==> src/rtl/lfsc_pkg.sv <==
// Shared types and constants of the line-follow steering controller.
`default_nettype none

package lfsc_pkg;

    // Sequencer states.
    typedef enum logic [2:0] {
        ST_IDLE,
        ST_DIVIDE,
        ST_ERROR,
        ST_DECIDE,
        ST_MUL_P,
        ST_MUL_D,
        ST_FINISH
    } state_t;

    // Drive mode codes.
    typedef enum logic [1:0] {
        MODE_TRACK = 2'd0,
        MODE_LEFT  = 2'd1,
        MODE_RIGHT = 2'd2
    } drive_mode_t;

    // Configuration register indexes.
    localparam logic [2:0] CFG_CENTER_DUTY = 3'd0;
    localparam logic [2:0] CFG_UPPER_LIMIT = 3'd1;
    localparam logic [2:0] CFG_LOWER_LIMIT = 3'd2;
    localparam logic [2:0] CFG_KP          = 3'd3;
    localparam logic [2:0] CFG_KD          = 3'd4;
    localparam logic [2:0] CFG_ERROR_WIN   = 3'd5;
    localparam logic [2:0] CFG_READY_HOLD  = 3'd6;
    localparam logic [2:0] CFG_LOOP_HOLD   = 3'd7;

    // Register reset values.
    localparam logic [9:0]  RST_CENTER_DUTY = 10'd390;
    localparam logic [9:0]  RST_UPPER_LIMIT = 10'd600;
    localparam logic [9:0]  RST_LOWER_LIMIT = 10'd180;
    localparam logic [9:0]  RST_KP          = 10'd320;
    localparam logic [9:0]  RST_KD          = 10'd250;
    localparam logic [14:0] RST_ERROR_WIN   = 15'd6554;
    localparam logic [7:0]  RST_READY_HOLD  = 8'd20;
    localparam logic [7:0]  RST_LOOP_HOLD   = 8'd40;

    // Detector thresholds on the vertical coils.
    localparam logic [11:0] VERT_ARM_LOW  = 12'd100;
    localparam logic [11:0] VERT_ARM_HIGH = 12'd600;
    localparam logic [11:0] VERT_ENTER    = 12'd1200;
    localparam logic [12:0] VERT_IMBAL    = 13'd600;

    // Roundabout steering.
    localparam logic [9:0] ROUND_GAIN  = 10'd150;
    localparam logic [9:0] LEFT_BASE   = 10'd600;
    localparam logic [9:0] RIGHT_BASE  = 10'd230;

    // Number of quotient bits of the error divider.
    localparam int unsigned DIV_STEPS = 16;

endpackage

`default_nettype wire

==> src/rtl/line_follow_steering_controller_top.sv <==
// Line-follow steering controller: error divider, PD law, roundabout detector.
//
//  Channel   Ports                      Payload (lowest bit first)
//  -------   -------------------------  ----------------------------------------
//  input     s_tvalid/s_tready/s_tdata  left_h[11:0] right_h[23:12]
//                                       left_v[35:24] right_v[47:36]
//  result    m_tvalid/m_tready/m_tdata  steering_duty[9:0] drive_mode[11:10]
//                                       detector_armed[12] track_error[28:13]
//  config    cfg_wr_en/cfg_addr/cfg_wdata  write only, index per register list
//
// Each transaction runs through the restoring divider (one quotient bit per cycle
// through one subtractor), then one step each for error, detector, two multiply
// steps and the clamp; the clamp step waits while the output register holds a result not yet taken.
// A new transaction is not accepted until the current result has been loaded.
// s_tready is high only while the sequencer is idle; a finished result sits in
// the output register, and the next transaction may be accepted while it waits.
// Reset is synchronous and active low; it restores the register defaults and
// clears the controller state.
`default_nettype none

module line_follow_steering_controller_top (
    input  wire logic        aclk,
    input  wire logic        aresetn,
    input  wire logic        s_tvalid,
    output logic             s_tready,
    // left_horizontal, right_horizontal, left_vertical, right_vertical
    input  wire logic [47:0] s_tdata,
    output logic             m_tvalid,
    input  wire logic        m_tready,
    // steering_duty, drive_mode, detector_armed, track_error, zero fill
    output logic [31:0]      m_tdata,
    input  wire logic        cfg_wr_en,
    input  wire logic [2:0]  cfg_addr,
    input  wire logic [14:0] cfg_wdata
);
    import lfsc_pkg::*;

    // Configuration registers.
    logic [9:0]  center_duty_reg, upper_limit_reg, lower_limit_reg, kp_reg, kd_reg;
    logic [14:0] error_window_reg;
    logic [7:0]  ready_hold_reg, loop_hold_reg;

    // Sequencer and datapath registers.
    state_t             state_reg, state_next;
    logic [3:0]         cnt_reg, cnt_next;
    logic [12:0]        sum_reg, sum_next;
    logic [13:0]        rem_reg, rem_next;
    logic [15:0]        quot_reg, quot_next;
    logic               neg_reg, neg_next;
    logic               zero_reg, zero_next;
    logic [11:0]        lv_reg, lv_next, rv_reg, rv_next;
    logic signed [15:0] err_reg, err_next;
    logic signed [15:0] prev_err_reg, prev_err_next;
    logic signed [16:0] diff_reg, diff_next;
    logic               round_reg, round_next;
    drive_mode_t        mode_reg, mode_next;
    logic [7:0]         hold_reg, hold_next;
    logic               armed_reg, armed_next;
    logic signed [31:0] acc_reg, acc_next;
    logic               m_tvalid_reg, m_tvalid_next;
    logic [31:0]        m_tdata_reg, m_tdata_next;

    // Input unpacking and horizontal difference.
    logic [11:0] in_lh, in_rh;
    logic        in_neg;
    assign in_lh  = s_tdata[11:0];
    assign in_rh  = s_tdata[23:12];
    assign in_neg = in_lh < in_rh;

    logic out_free;
    assign out_free = !m_tvalid_reg || m_tready;

    // Shared divider subtractor.
    logic        div_ge;
    logic [13:0] div_diff;
    assign div_diff = rem_reg - {1'b0, sum_reg};
    assign div_ge   = rem_reg >= {1'b0, sum_reg};

    // Shared multiplier: unsigned 10-bit coefficient times signed 17-bit operand.
    logic [9:0]         mul_coef;
    logic signed [16:0] mul_opnd;
    logic signed [27:0] mul_prod;
    always_comb begin
        mul_coef = kp_reg;
        mul_opnd = {err_reg[15], err_reg};
        if (state_reg == ST_MUL_P) begin
            mul_coef = round_reg ? ROUND_GAIN : kp_reg;
        end else if (state_reg == ST_MUL_D) begin
            mul_coef = round_reg ? 10'd0 : kd_reg;
            mul_opnd = diff_reg;
        end
    end
    assign mul_prod = $signed({1'b0, mul_coef}) * mul_opnd;

    // Duty from the accumulator, truncated toward zero, then clamped.
    logic signed [31:0] acc_adj;
    logic signed [16:0] duty_raw, duty_up, duty_clamped;
    logic signed [16:0] upper_s, lower_s;
    assign acc_adj      = acc_reg + (acc_reg[31] ? 32'sd32767 : 32'sd0);
    assign duty_raw     = acc_adj[31:15];
    assign upper_s      = $signed({7'd0, upper_limit_reg});
    assign lower_s      = $signed({7'd0, lower_limit_reg});
    assign duty_up      = (duty_raw >= upper_s) ? upper_s : duty_raw;
    assign duty_clamped = (duty_up <= lower_s) ? lower_s : duty_up;

    // Next-state logic.
    always_comb begin
        state_next = state_reg;
        unique case (state_reg)
            ST_IDLE:   if (s_tvalid) state_next = ST_DIVIDE;
            ST_DIVIDE: if (cnt_reg == 4'(DIV_STEPS - 1)) state_next = ST_ERROR;
            ST_ERROR:  state_next = ST_DECIDE;
            ST_DECIDE: state_next = ST_MUL_P;
            ST_MUL_P:  state_next = ST_MUL_D;
            ST_MUL_D:  state_next = ST_FINISH;
            ST_FINISH: if (out_free) state_next = ST_IDLE;
            default:   state_next = ST_IDLE;
        endcase
    end

    // Datapath and state updates per sequencer step.
    always_comb begin
        logic signed [16:0] e17, w17;
        logic               in_window, vert_ok, enter_left, enter_right;
        drive_mode_t        m;
        logic               a;
        logic [7:0]         h;

        cnt_next      = cnt_reg;
        sum_next      = sum_reg;
        rem_next      = rem_reg;
        quot_next     = quot_reg;
        neg_next      = neg_reg;
        zero_next     = zero_reg;
        lv_next       = lv_reg;
        rv_next       = rv_reg;
        err_next      = err_reg;
        prev_err_next = prev_err_reg;
        diff_next     = diff_reg;
        round_next    = round_reg;
        mode_next     = mode_reg;
        hold_next     = hold_reg;
        armed_next    = armed_reg;
        acc_next      = acc_reg;
        m_tdata_next  = m_tdata_reg;
        m_tvalid_next = m_tvalid_reg;

        e17         = {err_reg[15], err_reg};
        w17         = $signed({2'b00, error_window_reg});
        in_window   = (e17 < w17) && (e17 > -w17);
        vert_ok     = (lv_reg > VERT_ARM_LOW) && (lv_reg < VERT_ARM_HIGH)
                   && (rv_reg > VERT_ARM_LOW) && (rv_reg < VERT_ARM_HIGH);
        enter_left  = 1'b0;
        enter_right = 1'b0;
        m = mode_reg;
        a = armed_reg;
        h = hold_reg;

        if (m_tvalid_reg && m_tready) begin
            m_tvalid_next = 1'b0;
        end

        case (state_reg)
            ST_IDLE: begin
                if (s_tvalid) begin
                    sum_next  = {1'b0, in_lh} + {1'b0, in_rh};
                    rem_next  = {2'b00, (in_neg ? (in_rh - in_lh) : (in_lh - in_rh))};
                    neg_next  = in_neg;
                    zero_next = (in_lh == 12'd0) && (in_rh == 12'd0);
                    lv_next   = s_tdata[35:24];
                    rv_next   = s_tdata[47:36];
                    quot_next = '0;
                    cnt_next  = '0;
                end
            end
            ST_DIVIDE: begin
                quot_next = {quot_reg[14:0], div_ge};
                rem_next  = div_ge ? {div_diff[12:0], 1'b0} : {rem_reg[12:0], 1'b0};
                cnt_next  = cnt_reg + 4'd1;
            end
            ST_ERROR: begin
                if (zero_reg) begin
                    err_next = '0;
                end else if (neg_reg) begin
                    err_next = $signed(-quot_reg);
                end else if (quot_reg[15]) begin
                    err_next = 16'sd32767;
                end else begin
                    err_next = $signed(quot_reg);
                end
            end
            ST_DECIDE: begin
                diff_next = e17 - {prev_err_reg[15], prev_err_reg};
                if (mode_reg != MODE_LEFT && mode_reg != MODE_RIGHT) begin
                    prev_err_next = err_reg;
                    m = MODE_TRACK;
                    if (in_window) begin
                        if (vert_ok) begin
                            a = 1'b1;
                            h = ready_hold_reg;
                        end
                        // Left entry: right coil strong and well above the left one.
                        enter_left  = a && (rv_reg > VERT_ENTER)
                                   && (({1'b0, lv_reg} + VERT_IMBAL) < {1'b0, rv_reg});
                        enter_right = a && (lv_reg > VERT_ENTER)
                                   && ({1'b0, lv_reg} > ({1'b0, rv_reg} + VERT_IMBAL));
                        if (enter_left) begin
                            a = 1'b0;
                            h = loop_hold_reg;
                            m = MODE_LEFT;
                        end else if (enter_right) begin
                            a = 1'b0;
                            h = loop_hold_reg;
                            m = MODE_RIGHT;
                        end
                    end
                end
                round_next = (m == MODE_LEFT) || (m == MODE_RIGHT);
                acc_next   = (m == MODE_LEFT) ? 32'sd1 : 32'sd0;
                if (m == MODE_LEFT || m == MODE_RIGHT) begin
                    if (h != 8'd0) begin
                        h = h - 8'd1;
                    end else begin
                        m = MODE_TRACK;
                    end
                end
                if (a) begin
                    if (h != 8'd0) begin
                        h = h - 8'd1;
                    end else begin
                        a = 1'b0;
                    end
                end
                mode_next  = m;
                armed_next = a;
                hold_next  = h;
            end
            ST_MUL_P: begin
                // The decide step left a left-roundabout marker in the accumulator.
                if (round_reg) begin
                    acc_next = $signed({7'd0, (acc_reg[0] ? LEFT_BASE : RIGHT_BASE), 15'd0})
                             + 32'(mul_prod);
                end else begin
                    acc_next = $signed({7'd0, center_duty_reg, 15'd0}) + 32'(mul_prod);
                end
            end
            ST_MUL_D: begin
                acc_next = acc_reg + 32'(mul_prod);
            end
            ST_FINISH: begin
                if (out_free) begin
                    m_tvalid_next = 1'b1;
                    m_tdata_next  = {3'd0, err_reg, armed_reg, mode_reg,
                                     duty_clamped[9:0]};
                end
            end
            default: begin
            end
        endcase
    end

    always_ff @(posedge aclk) begin
        if (!aresetn) begin
            state_reg        <= ST_IDLE;
            prev_err_reg     <= '0;
            mode_reg         <= MODE_TRACK;
            hold_reg         <= '0;
            armed_reg        <= 1'b0;
            m_tvalid_reg     <= 1'b0;
            center_duty_reg  <= RST_CENTER_DUTY;
            upper_limit_reg  <= RST_UPPER_LIMIT;
            lower_limit_reg  <= RST_LOWER_LIMIT;
            kp_reg           <= RST_KP;
            kd_reg           <= RST_KD;
            error_window_reg <= RST_ERROR_WIN;
            ready_hold_reg   <= RST_READY_HOLD;
            loop_hold_reg    <= RST_LOOP_HOLD;
        end else begin
            state_reg    <= state_next;
            prev_err_reg <= prev_err_next;
            mode_reg     <= mode_next;
            hold_reg     <= hold_next;
            armed_reg    <= armed_next;
            m_tvalid_reg <= m_tvalid_next;
            if (cfg_wr_en) begin
                unique case (cfg_addr)
                    CFG_CENTER_DUTY: center_duty_reg  <= cfg_wdata[9:0];
                    CFG_UPPER_LIMIT: upper_limit_reg  <= cfg_wdata[9:0];
                    CFG_LOWER_LIMIT: lower_limit_reg  <= cfg_wdata[9:0];
                    CFG_KP:          kp_reg           <= cfg_wdata[9:0];
                    CFG_KD:          kd_reg           <= cfg_wdata[9:0];
                    CFG_ERROR_WIN:   error_window_reg <= cfg_wdata;
                    CFG_READY_HOLD:  ready_hold_reg   <= cfg_wdata[7:0];
                    CFG_LOOP_HOLD:   loop_hold_reg    <= cfg_wdata[7:0];
                    default: begin
                    end
                endcase
            end
        end
    end

    always_ff @(posedge aclk) begin
        cnt_reg     <= cnt_next;
        sum_reg     <= sum_next;
        rem_reg     <= rem_next;
        quot_reg    <= quot_next;
        neg_reg     <= neg_next;
        zero_reg    <= zero_next;
        lv_reg      <= lv_next;
        rv_reg      <= rv_next;
        err_reg     <= err_next;
        diff_reg    <= diff_next;
        round_reg   <= round_next;
        acc_reg     <= acc_next;
        m_tdata_reg <= m_tdata_next;
    end

    assign s_tready = (state_reg == ST_IDLE);
    assign m_tvalid = m_tvalid_reg;
    assign m_tdata  = m_tdata_reg;

    // The sequencer is busy right after it takes a transaction.
    a_busy_after_accept: assert property (@(posedge aclk) disable iff (!aresetn)
        (s_tvalid && s_tready) |=> !s_tready)
        else $error("input accepted again while an item is in progress");

    // A roundabout mode always runs with the detector disarmed.
    a_round_disarmed: assert property (@(posedge aclk) disable iff (!aresetn)
        (mode_reg != MODE_TRACK) |-> !armed_reg)
        else $error("detector armed during a roundabout");

    // The unused mode code never reaches the result.
    a_mode_code: assert property (@(posedge aclk) disable iff (!aresetn)
        m_tvalid |-> (m_tdata[11:10] != 2'd3))
        else $error("drive mode code out of range");

    // With ordered limits the loaded duty lies between them.
    a_duty_range: assert property (@(posedge aclk) disable iff (!aresetn)
        (state_reg == ST_FINISH && out_free && upper_limit_reg >= lower_limit_reg)
        |=> (m_tdata[9:0] >= $past(lower_limit_reg))
            && (m_tdata[9:0] <= $past(upper_limit_reg)))
        else $error("steering duty outside the limits");

endmodule

`default_nettype wire

==> config.mk <==
export PLATFORM = sky130hd
export DESIGN_NAME = line_follow_steering_controller_top
export DESIGN_NICKNAME = d
export VERILOG_FILES = /design/src/rtl/lfsc_pkg.sv /design/src/rtl/line_follow_steering_controller_top.sv
export SDC_FILE = /design/constraint.sdc
export NUM_CORES = 1
export LEC_CHECK = 0
export ABC_AREA = 1
export ABC_CLOCK_PERIOD_IN_PS = 17900
export BUFFER_PORTS_ARGS = -buffer_cell sky130_fd_sc_hd__clkbuf_2
export CAP_MARGIN = 25
export CORE_MARGIN = 2
export CORE_UTILIZATION = 50
export DETAILED_ROUTE_END_ITERATION = 10
export GPL_TIMING_DRIVEN = 0
export PLACE_DENSITY = 0.68
export REMOVE_ABC_BUFFERS = 1
export SYNTH_ARGS = -nofsm -noshare
export SYNTH_HDL_FRONTEND = slang
export SYNTH_SLANG_ARGS = --single-unit
==> constraint.sdc <==
create_clock -name aclk -period 17.9 [get_ports aclk]
set_input_delay 3.58 -clock aclk [delete_from_list [all_inputs] [get_ports aclk]]
set_output_delay 3.58 -clock aclk [all_outputs]
set_load 0.1 [all_outputs]
==> impl_metrics.toml <==
[run_status]
outcome = "finished, final reports clean"

[clock_tree]
post_cts_hold_buffer_count = 0
cts_setup_buffers = 0
cts_tree = "built"
post_cts_resized = 0
clock-sinks = 280
cts_max_path_buffers = 3
cts-root-buf = "clkbuf_16"
clk_latency_ns = 0.55
path_clk_slew_ns = 0.06
numCtsBuffers = 34
h-tree-depth = 2

[timing]
fin_crit_sh = 0.6357
relSlewSlack = 0.3117
tns_ns = 0
skew_ns = 0.01365
setup_viol = 0
setup_ws_ns = 6.521
rsz0062_at_grt = "no"
clock.fmax_mhz = 87.88
final_max_slew_viol_count = 0
fin_crit_ns = 11.38
worst_pin_slew_ns = 1.033
hold_violations = 0

[place]
gp_congestion = 0.9134
pre_cts_slack_ns = 6.621
portBuffers = 101
placed_cells = 4006
dp_hpwl_mm = 47.54

[critical_path]
crit_fanout = 44
cpMostUsedCell = "nor2_1"
r2r-start = "state_reg[2]"
critPathLaunch = "state_reg[2]"
r2r_end = "acc_reg[28]"
crit_required_ns = 18.18
reg2reg_slack_ns = 6.52
slowest_delay_ns = 0.77
critPathCapture = "acc_reg[28]"
crit_type = "register to register"
critPathCaptureType = "register"
arrival_ns = 11.66
cp_slowest_cell = "a21boi_1"
start_kind = "register"
r2r_cells = 49

[drt]
wl_mm = 60.36
wl_per_cell_um = 14.83
vias = 21141
viasPerCell = 5.194
ant_nets = 0
drt_pre_antenna_iters = 5
drtIter0Drc = 1153
drcViolationCount = 0

[pwr]
power_density_nw_per_um2 = 114.0
vdd_ir_drop_max_mv = 0.08158
p_leak_uw = 0.01371
power_uw = 3239

[finish]
final_nets = 3866
diodes = 0
area_growth_pct = 9.836
drive_gt1_frac = 0.07994
largest_register_ffs = 32
finalNonFillerCells = 4070

[synthesis]
synthesis.area_um2 = 25860
netlist_instances = 3285
synth-seq-area-share = 0.2818
yosys_warnings = 0
synth_top_area_frac = 0.1951
synth_top_area_cell = "edfxtp_1"
avgSynthCellArea_um2 = 7.872
async_flop_share = 0
synth_edf_count = 168
synthDistinctLibCells = 61
synth-seq-cells = 280
synthFlopType = "edfxtp_1"
synth_area_leaders = "edfxtp_1, ha_1, fa_1"

[floorplan]
core_um2 = 51200
die_area_um2 = 53560
io_pins = 105
die_h_um = 231.4
dieWidth_um = 231.4
start_util = 0.5051
row_count = 83

[global_routing]
grt_pass1_wl_mm = 100.2
grt_max_degree = 92
grt_pass1_vias = 20504
grtUsageTotal = 0.2294
overflow = 0
antenna_found_initial = 0

[worst_hold_path]
worstHoldPathType = "register to register"

[flow_run]
max-cap-violations = 0
-- layer usage --
metal	share of wire	track usage
met3	0.045	0.02879
met4	0.027	0.06613
met1	0.45	0.2996
met5	0	0
met2	0.48	0.3980
-- cell usage in the layout, fill, tap and decap left out, types with 27 or more instances in the layout --
master	instances
nor3_1	27
nor2_1	340
nand4_1	29
fa_1	160
edfxtp_1	168
a21oi_1	230
nand2_1	557
xnor2_1	29
clkbuf_16	37
o21ai_0	225
ha_1	271
nand3_1	122
dfxtp_1	112
or2_2	32
clkbuf_2	100
inv_1	587
xor2_1	78
-- critical path, delay by kind of cell (launching register included) --
family	cells	cell delay (ns)
compound gates	9	2.35
buf+inv	11	2.00
simple gates	21	3.28
fa+ha+maj	7	2.67
flops	1	0.41
xor+xnor	1	0.32
-- worst min path at each step --
stage,start,cells after the start,endpoint
after global routing,kd_reg[1],2,kd_reg[1]
after floorplan,center_duty_reg[1],2,center_duty_reg[1]
after detailed placement,kd_reg[5],2,kd_reg[5]
final,prev_err_reg[8],2,prev_err_reg[8]
after global placement,kd_reg[1],2,kd_reg[1]
after CTS,center_duty_reg[0],2,center_duty_reg[0]
-- cell type report --
type / instances / area (um2)
inverters: 601 / 2256
well taps: 680 / 850.8
flip-flops and latches: 280 / 7287
clock buffers: 45 / 999.7
clock inverters: 17 / 224.0
repair buffers: 119 / 747.0
multi-input cells: 2328 / 16040
fillers: 4840 / 22790
-- synthesized netlist by cell type, types with 60 or more instances --
library cell	number
o21ai_0	226
xor2_1	78
edfxtp_1	168
clkbuf_1	60
fa_1	160
a21oi_1	230
dfxtp_1	112
nand2_1	558
nand3_1	122
inv_1	588
ha_1	271
nor2_1	344
-- per-stage QoR --
step / util / area (um2) / hold slack (ns)
floorplan: - / 25540 / 0.4236
global placement: 0.5253 / 26890 / 0.4377
detailed placement: 0.5306 / 27160 / 0.4452
CTS: 0.5545 / 28390 / 0.4548
global route: 0.5548 / 28400 / 0.4809
finish: 0.5548 / 28400 / 0.4555
-- logic make-up (layout without fill, tap and decap cells) --
logic type	count (synthesis)	after routing	share of synthesized area
other	1	3	0.0001450
adder cells (fa/ha/maj)	431	431	0.2550
AO/OA/AOI/OAI	603	603	0.1293
multiplexers	1	1	0.0003871
buffers and inverters	679	782	0.09996
AND/OR/NAND/NOR	1183	1183	0.1972
flip-flops	280	280	0.2818
XOR/XNOR	107	107	0.03624
-- power breakdown --
| group | internal, uW | switching [uW] |
|---|---|---|
| clock | 457 | 297 |
| sequential | 744 | 31.4 |
| combinational | 621 | 1090 |
| total | 1820 | 1420 |
Power figures use the tool's default switching activity.
